===== config.mk =====
export PLATFORM = sky130hd
export DESIGN_NAME = lht_seq
export DESIGN_NICKNAME = d
export VERILOG_FILES = /design/src/rtl/core/lht_pkg.sv /design/src/rtl/core/lht_seq.sv
export SDC_FILE = /design/constraint.sdc
export NUM_CORES = 1
export LEC_CHECK = 0
export ABC_AREA = 1
export BUFFER_PORTS_ARGS = -buffer_cell sky130_fd_sc_hd__buf_4
export CORE_UTILIZATION = 35
export CTS_CLUSTER_DIAMETER = 40
export DETAILED_ROUTE_END_ITERATION = 12
export SYNTH_ARGS = -nofsm -noshare
export SYNTH_HDL_FRONTEND = slang
export SYNTH_SLANG_ARGS = --single-unit

===== constraint.sdc =====
create_clock -name clock -period 7.97 [get_ports clock]
set_input_delay 1.1955 -clock clock [delete_from_list [all_inputs] [get_ports clock]]
set_output_delay 1.1955 -clock clock [all_outputs]
set_load 0.05 [all_outputs]

===== src/rtl/core/lht_pkg.sv =====
// Shared types, codes and constants of the linear-hashing key set.
package lht_pkg;

   localparam int ENTRIES_PER_PAGE_DEF = 16;
   localparam int MAX_PAGES_DEF        = 256;
   localparam int MAX_BUCKETS_DEF      = 128;

   localparam int KEY_W    = 32;
   localparam int THR_W    = 7;
   localparam int REQ_W    = 2;
   localparam int STATUS_W = 2;
   localparam int BIDX_W   = 7;
   localparam int REC_W    = 13;
   localparam int LHS_W    = REC_W + 7;

   localparam logic [REC_W-1:0] REC_MAX    = 13'd8191;
   localparam logic [THR_W-1:0] THR_RESET  = 7'd75;
   localparam logic [6:0]       PERCENT    = 7'd100;
   localparam logic [KEY_W-1:0] EMPTY_KEY  = 32'h8000_0000;

   localparam logic [REQ_W-1:0] REQ_INSERT = 2'd0;
   localparam logic [REQ_W-1:0] REQ_LOOKUP = 2'd1;
   localparam logic [REQ_W-1:0] REQ_DELETE = 2'd2;
   localparam logic [REQ_W-1:0] REQ_UNUSED = 2'd3;

   localparam logic [STATUS_W-1:0] STATUS_OK   = 2'd0;
   localparam logic [STATUS_W-1:0] STATUS_MISS = 2'd1;
   localparam logic [STATUS_W-1:0] STATUS_FULL = 2'd2;

   typedef struct packed {
      logic key;
      logic vld;
      logic nxt;
      logic head;
   } wen_type;

   typedef struct packed {
      logic [STATUS_W-1:0] status;
      logic [BIDX_W-1:0]   bucket;
      logic                split;
   } result_type;

endpackage


===== src/rtl/core/lht_seq.sv =====
// Sequencer: chain walker with one slot compare per step, insert, delete and split.
module lht_seq #(
   parameter  int EPP         = lht_pkg::ENTRIES_PER_PAGE_DEF,
   parameter  int MAX_PAGES   = lht_pkg::MAX_PAGES_DEF,
   parameter  int MAX_BUCKETS = lht_pkg::MAX_BUCKETS_DEF,
   localparam int PW          = $clog2(MAX_PAGES),
   localparam int NPW         = $clog2(MAX_PAGES + 1),
   localparam int BW          = (MAX_BUCKETS > 1) ? $clog2(MAX_BUCKETS) : 1,
   localparam int SW          = $clog2(MAX_PAGES * EPP)
) (
   input  logic                      clock,
   input  logic                      reset,
   input  logic                      req_valid,
   output logic                      req_ready,
   input  logic [lht_pkg::REQ_W-1:0] req_type,
   input  logic [lht_pkg::KEY_W-1:0] req_key,
   input  logic [lht_pkg::THR_W-1:0] thr,
   output logic                      res_valid,
   input  logic                      res_take,
   output lht_pkg::result_type       res,
   output lht_pkg::wen_type          wen,
   output logic [SW-1:0]             key_waddr,
   output logic [lht_pkg::KEY_W-1:0] key_wdata,
   output logic [SW-1:0]             key_raddr,
   input  logic [lht_pkg::KEY_W-1:0] key_rdata,
   output logic [PW-1:0]             vld_waddr,
   output logic [EPP-1:0]            vld_wdata,
   output logic [PW-1:0]             vld_raddr,
   input  logic [EPP-1:0]            vld_rdata,
   output logic [PW-1:0]             nxt_waddr,
   output logic [NPW-1:0]            nxt_wdata,
   output logic [PW-1:0]             nxt_raddr,
   input  logic [NPW-1:0]            nxt_rdata,
   output logic [BW-1:0]             head_waddr,
   output logic [PW-1:0]             head_wdata,
   output logic [BW-1:0]             head_raddr,
   input  logic [PW-1:0]             head_rdata
);
   import lht_pkg::*;

   localparam int MW    = BW + 1;
   localparam int EW    = (EPP > 1) ? $clog2(EPP) : 1;
   localparam int DW    = $clog2(EPP + 1);
   localparam int CLR_N = (MAX_PAGES > MAX_BUCKETS) ? MAX_PAGES : MAX_BUCKETS;
   localparam int CLW   = $clog2(CLR_N);
   localparam int MULW  = THR_W + NPW;
   localparam int RHS_W = MULW + 9;
   localparam int CW    = (RHS_W > LHS_W) ? RHS_W : LHS_W;
   localparam logic [NPW-1:0] NULL_PG = NPW'(MAX_PAGES);

   typedef enum logic [4:0] {
      S_CLEAR, S_IDLE, S_ADDR, S_HEAD0, S_HEAD1, S_PG, S_PG_LD, S_SL_RD, S_SL_CK,
      S_END, S_CNT, S_LOAD, S_SPLIT0, S_NEED, S_MV_ALLOC, S_MV_END, S_DONE
   } state_type;

   typedef enum logic [1:0] {M_FIND, M_COUNT, M_MOVE} mode_type;

   state_type          state_ff, state_in;
   mode_type           mode_ff, mode_in;
   logic [CLW-1:0]     clr_ff, clr_in;
   logic [REQ_W-1:0]   req_ff, req_in;
   logic [KEY_W-1:0]   key_ff, key_in;
   logic [MW-1:0]      bkt_ff, bkt_in;
   logic [PW-1:0]      cur_page_ff, cur_page_in;
   logic [EW-1:0]      idx_ff, idx_in;
   logic [EPP-1:0]     row_ff, row_in;
   logic [NPW-1:0]     next_ff, next_in;
   logic               free_found_ff, free_found_in;
   logic [PW-1:0]      free_page_ff, free_page_in;
   logic [EW-1:0]      free_idx_ff, free_idx_in;
   logic [EPP-1:0]     free_row_ff, free_row_in;
   logic [NPW-1:0]     pages_ff, pages_in;
   logic [MW-1:0]      bcount_ff, bcount_in;
   logic [MW-1:0]      mod_ff, mod_in;
   logic [REC_W-1:0]   rc_ff, rc_in;
   logic [MULW-1:0]    mul_ff, mul_in;
   logic [PW-1:0]      src_head_ff, src_head_in;
   logic [MW-1:0]      src_ff, src_in;
   logic [MW-1:0]      ins_ff, ins_in;
   logic [MW-1:0]      nmod_ff, nmod_in;
   logic [NPW-1:0]     need_ff, need_in;
   logic [EW-1:0]      fill_ff, fill_in;
   logic [PW-1:0]      dest_page_ff, dest_page_in;
   logic [DW-1:0]      dest_idx_ff, dest_idx_in;
   logic [EPP-1:0]     dest_row_ff, dest_row_in;
   logic [STATUS_W-1:0] status_ff, status_in;
   logic               split_ff, split_in;

   logic [MW-1:0]      hash_b;
   logic [MW-1:0]      pow_p;
   logic [MW-1:0]      nmask;
   logic [EPP-1:0]     slot_bit;
   logic               slot_live;
   logic               moves;
   logic               last_slot;
   logic [CW-1:0]      lhs;
   logic [CW-1:0]      rhs;
   logic [NPW-1:0]     need_eff;
   logic [BW+BIDX_W:0] bkt_wide;

   // Bucket address: modulus is always a power of two, so the non-negative
   // remainder is the low bits of the two's complement key.
   always_comb begin
      hash_b = key_ff[MW-1:0] & (mod_ff - MW'(1));
      if (hash_b >= bcount_ff) begin
         hash_b = hash_b - (mod_ff >> 1);
      end
      if (hash_b >= MW'(MAX_BUCKETS)) begin
         hash_b = '0;
      end
   end

   always_comb begin
      pow_p = '0;
      for (int i = 0; i < MW; i++) begin
         if (bcount_ff[i]) begin
            pow_p = MW'(1) << i;
         end
      end
   end

   assign nmask     = nmod_ff - MW'(1);
   assign slot_bit  = EPP'(1) << idx_ff;
   assign slot_live = row_ff[idx_ff];
   assign moves     = slot_live && ((key_rdata[MW-1:0] & nmask) == ins_ff);
   assign last_slot = (idx_ff == EW'(EPP - 1));
   assign lhs       = CW'(rc_ff) * CW'(PERCENT);
   assign rhs       = CW'(mul_ff) * CW'(EPP);
   assign need_eff  = (need_ff == '0) ? NPW'(1) : need_ff;
   assign bkt_wide  = (BW + BIDX_W + 1)'(bkt_ff);

   assign key_raddr  = SW'(cur_page_ff) * SW'(EPP) + SW'(idx_ff);
   assign vld_raddr  = cur_page_ff;
   assign nxt_raddr  = cur_page_ff;
   assign head_raddr = (mode_ff == M_FIND) ? bkt_ff[BW-1:0] : src_ff[BW-1:0];

   assign req_ready  = (state_ff == S_IDLE);
   assign res_valid  = (state_ff == S_DONE);
   assign res.status = status_ff;
   assign res.bucket = bkt_wide[BIDX_W-1:0];
   assign res.split  = split_ff;

   always_comb begin
      state_in      = state_ff;
      mode_in       = mode_ff;
      clr_in        = clr_ff;
      req_in        = req_ff;
      key_in        = key_ff;
      bkt_in        = bkt_ff;
      cur_page_in   = cur_page_ff;
      idx_in        = idx_ff;
      row_in        = row_ff;
      next_in       = next_ff;
      free_found_in = free_found_ff;
      free_page_in  = free_page_ff;
      free_idx_in   = free_idx_ff;
      free_row_in   = free_row_ff;
      pages_in      = pages_ff;
      bcount_in     = bcount_ff;
      mod_in        = mod_ff;
      rc_in         = rc_ff;
      mul_in        = mul_ff;
      src_head_in   = src_head_ff;
      src_in        = src_ff;
      ins_in        = ins_ff;
      nmod_in       = nmod_ff;
      need_in       = need_ff;
      fill_in       = fill_ff;
      dest_page_in  = dest_page_ff;
      dest_idx_in   = dest_idx_ff;
      dest_row_in   = dest_row_ff;
      status_in     = status_ff;
      split_in      = split_ff;

      wen        = '0;
      key_waddr  = SW'(dest_page_ff) * SW'(EPP) + SW'(dest_idx_ff);
      key_wdata  = key_rdata;
      vld_waddr  = cur_page_ff;
      vld_wdata  = row_ff;
      nxt_waddr  = cur_page_ff;
      nxt_wdata  = pages_ff;
      head_waddr = ins_ff[BW-1:0];
      head_wdata = pages_ff[PW-1:0];

      case (state_ff)
         S_CLEAR: begin
            wen.vld    = ({1'b0, clr_ff} < (CLW + 1)'(MAX_PAGES));
            wen.nxt    = wen.vld;
            wen.head   = ({1'b0, clr_ff} < (CLW + 1)'(MAX_BUCKETS));
            vld_waddr  = clr_ff[PW-1:0];
            vld_wdata  = '0;
            nxt_waddr  = clr_ff[PW-1:0];
            nxt_wdata  = NULL_PG;
            head_waddr = clr_ff[BW-1:0];
            head_wdata = clr_ff[PW-1:0];
            clr_in     = clr_ff + CLW'(1);
            if (clr_ff == CLW'(CLR_N - 1)) begin
               state_in = S_IDLE;
            end
         end
         S_IDLE: begin
            if (req_valid) begin
               req_in    = req_type;
               key_in    = req_key;
               mode_in   = M_FIND;
               status_in = STATUS_MISS;
               split_in  = 1'b0;
               state_in  = S_ADDR;
            end
         end
         S_ADDR: begin
            bkt_in = hash_b;
            if (key_ff == EMPTY_KEY || req_ff == REQ_UNUSED) begin
               state_in = S_DONE;
            end else begin
               state_in = S_HEAD0;
            end
         end
         S_HEAD0: begin
            state_in = S_HEAD1;
         end
         S_HEAD1: begin
            cur_page_in   = head_rdata;
            src_head_in   = head_rdata;
            free_found_in = 1'b0;
            state_in      = S_PG;
         end
         S_PG: begin
            state_in = S_PG_LD;
         end
         S_PG_LD: begin
            row_in   = vld_rdata;
            next_in  = nxt_rdata;
            idx_in   = '0;
            state_in = S_SL_RD;
         end
         S_SL_RD: begin
            state_in = S_SL_CK;
         end
         S_SL_CK: begin
            if (mode_ff == M_FIND && slot_live && key_rdata == key_ff) begin
               // hit: answer and stop walking
               status_in = (req_ff == REQ_INSERT) ? STATUS_MISS : STATUS_OK;
               if (req_ff == REQ_DELETE) begin
                  wen.vld   = 1'b1;
                  vld_wdata = row_ff & ~slot_bit;
               end
               state_in = S_DONE;
            end else if (mode_ff == M_MOVE && moves && dest_idx_ff == DW'(EPP)) begin
               state_in = S_MV_ALLOC;
            end else begin
               if (mode_ff == M_FIND && !slot_live && !free_found_ff) begin
                  free_found_in = 1'b1;
                  free_page_in  = cur_page_ff;
                  free_idx_in   = idx_ff;
                  free_row_in   = row_ff | slot_bit;
               end
               if (mode_ff == M_COUNT && moves) begin
                  if (fill_ff == '0) begin
                     need_in = need_ff + NPW'(1);
                  end
                  fill_in = (fill_ff == EW'(EPP - 1)) ? '0 : fill_ff + EW'(1);
               end
               if (mode_ff == M_MOVE && moves) begin
                  wen.key     = 1'b1;
                  dest_row_in = dest_row_ff | (EPP'(1) << dest_idx_ff);
                  dest_idx_in = dest_idx_ff + DW'(1);
                  row_in      = row_ff & ~slot_bit;
               end
               if (last_slot) begin
                  if (mode_ff == M_MOVE) begin
                     wen.vld   = 1'b1;
                     vld_wdata = row_in;
                  end
                  if (next_ff == NULL_PG) begin
                     case (mode_ff)
                        M_FIND:  state_in = S_END;
                        M_COUNT: state_in = S_NEED;
                        default: state_in = S_MV_END;
                     endcase
                  end else begin
                     cur_page_in = next_ff[PW-1:0];
                     state_in    = S_PG;
                  end
               end else begin
                  idx_in   = idx_ff + EW'(1);
                  state_in = S_SL_RD;
               end
            end
         end
         S_END: begin
            if (req_ff != REQ_INSERT) begin
               state_in = S_DONE;
            end else if (free_found_ff) begin
               wen.key   = 1'b1;
               key_waddr = SW'(free_page_ff) * SW'(EPP) + SW'(free_idx_ff);
               key_wdata = key_ff;
               wen.vld   = 1'b1;
               vld_waddr = free_page_ff;
               vld_wdata = free_row_ff;
               state_in  = S_CNT;
            end else if (pages_ff >= NULL_PG) begin
               status_in = STATUS_FULL;
               state_in  = S_DONE;
            end else begin
               // chain full: link a fresh page behind the last one
               wen.nxt   = 1'b1;
               wen.vld   = 1'b1;
               vld_waddr = pages_ff[PW-1:0];
               vld_wdata = EPP'(1);
               wen.key   = 1'b1;
               key_waddr = SW'(pages_ff[PW-1:0]) * SW'(EPP);
               key_wdata = key_ff;
               pages_in  = pages_ff + NPW'(1);
               state_in  = S_CNT;
            end
         end
         S_CNT: begin
            status_in = STATUS_OK;
            if (rc_ff != REC_MAX) begin
               rc_in = rc_ff + REC_W'(1);
            end
            mul_in   = MULW'(thr) * MULW'(pages_ff);
            state_in = S_LOAD;
         end
         S_LOAD: begin
            state_in = (lhs >= rhs) ? S_SPLIT0 : S_DONE;
         end
         S_SPLIT0: begin
            if (bcount_ff >= MW'(MAX_BUCKETS)) begin
               state_in = S_DONE;
            end else begin
               ins_in  = bcount_ff;
               src_in  = bcount_ff - pow_p;
               nmod_in = ({1'b0, bcount_ff} + (MW + 1)'(1) > {1'b0, mod_ff}) ?
                         (mod_ff << 1) : mod_ff;
               mode_in  = M_COUNT;
               need_in  = '0;
               fill_in  = '0;
               state_in = S_HEAD0;
            end
         end
         S_NEED: begin
            if ({1'b0, pages_ff} + {1'b0, need_eff} > (NPW + 1)'(MAX_PAGES)) begin
               state_in = S_DONE;
            end else begin
               wen.head     = 1'b1;
               dest_page_in = pages_ff[PW-1:0];
               dest_idx_in  = '0;
               dest_row_in  = '0;
               pages_in     = pages_ff + NPW'(1);
               bcount_in    = ins_ff + MW'(1);
               mod_in       = nmod_ff;
               mode_in      = M_MOVE;
               cur_page_in  = src_head_ff;
               state_in     = S_PG;
            end
         end
         S_MV_ALLOC: begin
            wen.nxt      = 1'b1;
            nxt_waddr    = dest_page_ff;
            wen.vld      = 1'b1;
            vld_waddr    = dest_page_ff;
            vld_wdata    = dest_row_ff;
            dest_page_in = pages_ff[PW-1:0];
            dest_idx_in  = '0;
            dest_row_in  = '0;
            pages_in     = pages_ff + NPW'(1);
            state_in     = S_SL_CK;
         end
         S_MV_END: begin
            wen.vld   = 1'b1;
            vld_waddr = dest_page_ff;
            vld_wdata = dest_row_ff;
            split_in  = 1'b1;
            state_in  = S_DONE;
         end
         S_DONE: begin
            if (res_take) begin
               state_in = S_IDLE;
            end
         end
         default: begin
            state_in = S_IDLE;
         end
      endcase
   end

   always_ff @(posedge clock) begin
      if (reset) begin
         state_ff  <= S_CLEAR;
         mode_ff   <= M_FIND;
         clr_ff    <= '0;
         pages_ff  <= NPW'(2);
         bcount_ff <= MW'(2);
         mod_ff    <= MW'(2);
         rc_ff     <= '0;
      end else begin
         state_ff  <= state_in;
         mode_ff   <= mode_in;
         clr_ff    <= clr_in;
         pages_ff  <= pages_in;
         bcount_ff <= bcount_in;
         mod_ff    <= mod_in;
         rc_ff     <= rc_in;
      end
      req_ff        <= req_in;
      key_ff        <= key_in;
      bkt_ff        <= bkt_in;
      cur_page_ff   <= cur_page_in;
      idx_ff        <= idx_in;
      row_ff        <= row_in;
      next_ff       <= next_in;
      free_found_ff <= free_found_in;
      free_page_ff  <= free_page_in;
      free_idx_ff   <= free_idx_in;
      free_row_ff   <= free_row_in;
      mul_ff        <= mul_in;
      src_head_ff   <= src_head_in;
      src_ff        <= src_in;
      ins_ff        <= ins_in;
      nmod_ff       <= nmod_in;
      need_ff       <= need_in;
      fill_ff       <= fill_in;
      dest_page_ff  <= dest_page_in;
      dest_idx_ff   <= dest_idx_in;
      dest_row_ff   <= dest_row_in;
      status_ff     <= status_in;
      split_ff      <= split_in;
   end

endmodule


# == Yosys cells after proc, flatten, opt, wreduce, memory -nomap -nowiden ==
# Index checks and enable logic that the tools add are counted.
# word_totals
latch_bits,0
inputBits,110
mem_bits_ro,0
memories,0
mem_bits_rw,0
elab_cells,299
reg_bits,252
out_inout_bits,151
# classes
div,0
mul,2
mux,131
bitwise_logic,10
order_cmp,9
n_addsub,17
shifts,2
n_eq_ne,48
reduce_logical,49
# op_table
op,n
$mux W16,15
$mux W32,4
$mux W9,11
$mux W8,12
$mux W5,18
$pmux W5 S16,1
$pmux W16 S4,1
$mux W7,9
$mux W12,4
$pmux W16 S3,1
$pmux W8 S3,2
$eq A5 B4 Y1 const B,8
$ne A2 B2 Y1 const B,18
$eq A32 B32 Y1,1
$eq A32 B32 Y1 const B,1
$mux W4,8
$or A16 B16 Y16,2
$pmux W16 S2,1
$pmux W8 S2,2
$pmux W9 S3,1
$add A12 B4 Y12,2
$eq A5 B3 Y1 const B,4
$ge A20 B20 Y1,1
$mux W2,10
65 further kinds,131

# == Logic depth before layout (Yosys ltp) ==
# logic_depth
depth_word,11
mapped_depth,24

# == Worst setup path before layout ==
# OpenSTA, ideal clock, no wires.
# synth_path
path_type,input -> register
from,input thr[6] in the netlist's numbering
to,"register mul_ff[15], data pin"
setup_ns,0.260
path_stages,19
t_required_ns,7.710
n_path_buf,1
arrival_time_ns,4.952
setup_slack_ns,2.757
cell_sequence,clkbuf_1 nand2_1 fa_1 fa_1 fa_1 inv_1 fa_1 ha_1 a21oi_1 o21ai_0 a21oi_1 o21ai_0 nand2_1 nand2_1 nand2_1 nand2_1 nand2_1 nand2_1 xor2_1
# synth_between
elab_chain_cells,1
# synth_rtl
item,line,source
"start, declared",lht_seq.sv:17,"input logic [lht_pkg::THR_W-1:0] thr,"
$mul A7 B9 Y16,lht_seq.sv:323,mul_in = MULW'(thr) * MULW'(pages_ff);
"end signal, assigned",lht_seq.sv:418,mul_ff <= mul_in;
"end, declared",lht_seq.sv:76,"logic [MULW-1:0] mul_ff, mul_in;"
# No other way between the ends.
# A chain may end at the register's enable or synchronous reset.

==> run_results.csv <==
group,metric,value,unit
run_status,status,"finished clean",
placement,gp_congestion,0.9031,
floorplanning,rows,84,
grt,antenna_found_initial,2,
detailed_routing,wl,59270,um
critical_path,reg2reg_slack,3.17,ns
critical_path,critical_path_required,6.77,ns
synth,syn_inst,2392,
floorplanning,initial_core_util,35.74,%
sta,skew,0.02497,ns
clock_network,cts_hold_buffers,0,
sta,setup_violations,0,
clock_network,cts_setup_buffers,0,
pwr,combPwrFrac,5.4,%
final_layout,syn_to_final_growth,20.85,%
detailed_routing,drt-initial-drc-count,1329,
sta,slew_headroom,15.14,%
job,maxCapViolCount,0,
critical_path,crit_type,"reg -> out",
clock_network,clockBufferDepth,3,
min_path,holdPathEnd,"clr_ff[4]",
clock_network,cts.sinks,252,
synth,ys.flop_type,"edfxtp_1",
pwr,switchingPower,0.8231,mW
critical_path,r2r_end,"mul_ff[15]",
final_layout,multi_input_area,10070,um^2
pwr,power_frac_clock,54.4,%
pwr,p_sw_share,23.49,%
detailed_routing,via_per_inst,5.085,
critical_path,setup.worst_path.end_class,"output pin",
grt,grt_pass1_wl,91900,um
critical_path,crit_chain,"nor4_1 > inv_1 > o21ai_0 > ha_1 > inv_1 > fa_1 > inv_1 > nand3_1 > nand3_1 > xnor2_1 > nand3_1 > nor2_2 > nand2_1 > nand2_2 > nand3_4 > o21ai_0 > buf_4",
synth,synth_top_area_share,31.50,%
critical_path,crit-reg2reg-launch,"pages_ff[3]",
clock_network,clk_latency,0.58,ns
detailed_routing,ant_nets,0,
min_path,hold_path_depth,1,
detailed_routing,top_layer,"met5",
critical_path,crit_fanout,34,
final_layout,final_layout_size_suffix_gt1_share,15.82,%
final_layout,final_net_count,2943,
detailed_routing,wl_met1,26450,um
detailed_routing,wl_per_cell,17.69,um
pwr,powerDensity,152.8,nW/um^2
placement,place_inst,3270,
grt,overflow,0,
detailed_routing,drc_errors,0,
pwr,pwr-share-seq,40.2,%
final_layout,n_fill_cell,5296,
sta,finalCritPeriodShare,65.89,%
detailed_routing,vias,17040,
critical_path,critPathArrivalTime,4.06,ns
clock_network,cts_resized,0,
detailed_routing,dr_wl_met2,26760,um
pwr,power.leakage,11.02,nW
synth,yosysUniqueCellTypes,56,
clock_network,cts_tree,"done",
final_layout,antenna_cells,0,
synth,syn_area,18970,um^2
detailed_routing,drt_pass1_iterations,7,
sta,period_needed,5.251,ns
detailed_routing,route.met3.wl,4563,um
sta,fin_setup_tns,0,ns
critical_path,critPathLaunchType,"register",
placement,hpwl,46130,um
floorplanning,ios,261,
grt,grt_use_total,21.07,%
clock_network,path_clk_slew,0.05,ns
floorplanning,fp.dieW,234.8,um
sta,rsz0062_at_grt,"false",
synth,yosysWarningCount,0,
synth,synth-edff-count,199,
clock_network,htreeDepth,2,
pwr,p_int,2.681,mW
synth,syn-num-nets,2707,
critical_path,rr_worst_depth,18,
clock_network,cts_buffers,44,
min_path,hp-start,"clr_ff[3]",
clock_network,cts-root-buf,"clkbuf_16",
synth,seq_area_frac_synth,37.09,%
final_layout,seq_area,7037,um^2
final_layout,instances_no_fill,3350,
floorplanning,core-area,53080,um^2
placement,portBuffers,260,
synth,yosys.area.top_type,"edfxtp_1",
sta,drv_slew,0,
floorplanning,dieArea,55140,um^2
sta,max_freq,190.4,MHz
grt,grt_pass1_vias,16580,
synth,synth_area_leaders,"edfxtp_1, nand2_1, ha_1",
critical_path,cp_slowest_cell,"edfxtp_1",
synth,ys_ff_latch,252,
final_layout,final_core_util,43.20,%
sta,finalHoldViolCount,0,
final_layout,mostFrequentLayoutCells,"nand2_1, inv_1, buf_4, nor2_1, edfxtp_1",
grt,grt_max_degree,43,
synth,async_flop_share,0,%
critical_path,slowest_delay,0.49,ns
min_path,min_path_type,"reg -> reg",
pwr,peakVddDrop,0.0001431,V
final_layout,final_common_cell,"nand2_1",
sta,tightest_slew,1.261,ns
floorplanning,die_y,234.8,um
synth,synth_area_per_cell,7.931,um^2
cells in the mapped netlist (18+ instances only):
library cell  count
a21oi_1         127
a31oi_1          18
buf_4            18
clkbuf_1         45
dfxtp_1          53
edfxtp_1        199
fa_1             45
ha_1            160
inv_1           350
inv_2            25
nand2_1         557
nand3_1         135
nand4_1          43
nor2_1          208
nor3_1           23
o21ai_0         129
o21ai_1          36
xnor2_1          20
xor2_1           69
per-layer routing:
layer / vias to the layer above / track usage, %
met5: - / 0
met2: 593 / 33.45
met4: 2 / 6.958
li1: 8327 / -
met3: 95 / 4.323
met1: 8018 / 28.55
worst max-delay path by stage:
stage | startpoint | to | cells after the start
finish | need_ff[6] | wen[0] | 17
global route | need_ff[6] | wen[0] | 17
floorplan | thr[6] | mul_ff[15] | 19
CTS | need_ff[6] | wen[0] | 17
global placement | thr[3] | mul_ff[15] | 21
detailed placement | thr[3] | mul_ff[15] | 21
critical path: cells and delay by family, from the launching register on:
kind,cells,cell delay (ns)
compound gates,2,0.41
xor+xnor,1,0.14
fa+ha+maj,2,0.62
buf+inv,4,0.49
flops,1,0.49
simple gates,8,1.34
power by group through the flow:
stage	registers (mW)	logic [mW]	clock network, mW
floorplan	1.44	0.0978	0
global placement	1.44	0.188	0
detailed placement	1.44	0.190	0
CTS	1.41	0.191	1.94
global route	1.41	0.203	1.99
finish	1.41	0.189	1.90
through the flow:
step	setup WS (ns)	area [um^2]	power [mW]	hold slack, ns
floorplan	2.757	18970	1.534	0.4470
detailed placement	2.541	21450	1.626	0.4698
finish	2.719	22930	3.504	0.5009
CTS	2.690	22930	3.536	0.4882
global route	2.410	22930	3.597	0.5129
global placement	2.570	21450	1.624	0.4689
cells by family (layout without fill, tap and decap cells):
logic type / Yosys count / in the layout / synth area share, %
adder cells (fa/ha/maj): 205 / 205 / 15.30
AO/OA/AOI/OAI: 358 / 358 / 10.34
AND/OR/NAND/NOR: 1025 / 1025 / 23.28
buffers and inverters: 463 / 733 / 9.880
flip-flops: 252 / 252 / 37.09
XOR/XNOR: 89 / 89 / 4.109
cell type report:
class	count	share of cell area, %
Sequential cell	252	30.69
Timing Repair Buffer	274	8.972
Multi-Input combinational cell	1677	43.94
Clock buffer	51	5.141
Tap cell	688	3.755
Clock inverter	29	1.299
Inverter	379	6.205
registers in the layout, indices dropped and copies added (netlist names), 8 cells and up:
register	count
pages_ff	9
next_ff	9
bcount_ff	8
row_ff	16
ins_ff	8
rc_ff	13
mod_ff	8
need_ff	9
nmod_ff	8
mul_ff	16
free_row_ff	16
free_page_ff	8
clr_ff	8
key_ff	32
dest_page_ff	8
dest_row_ff	16
nxt_raddr	8
src_head_ff	8
Note: power is estimated with default switching activity, not from simulation.
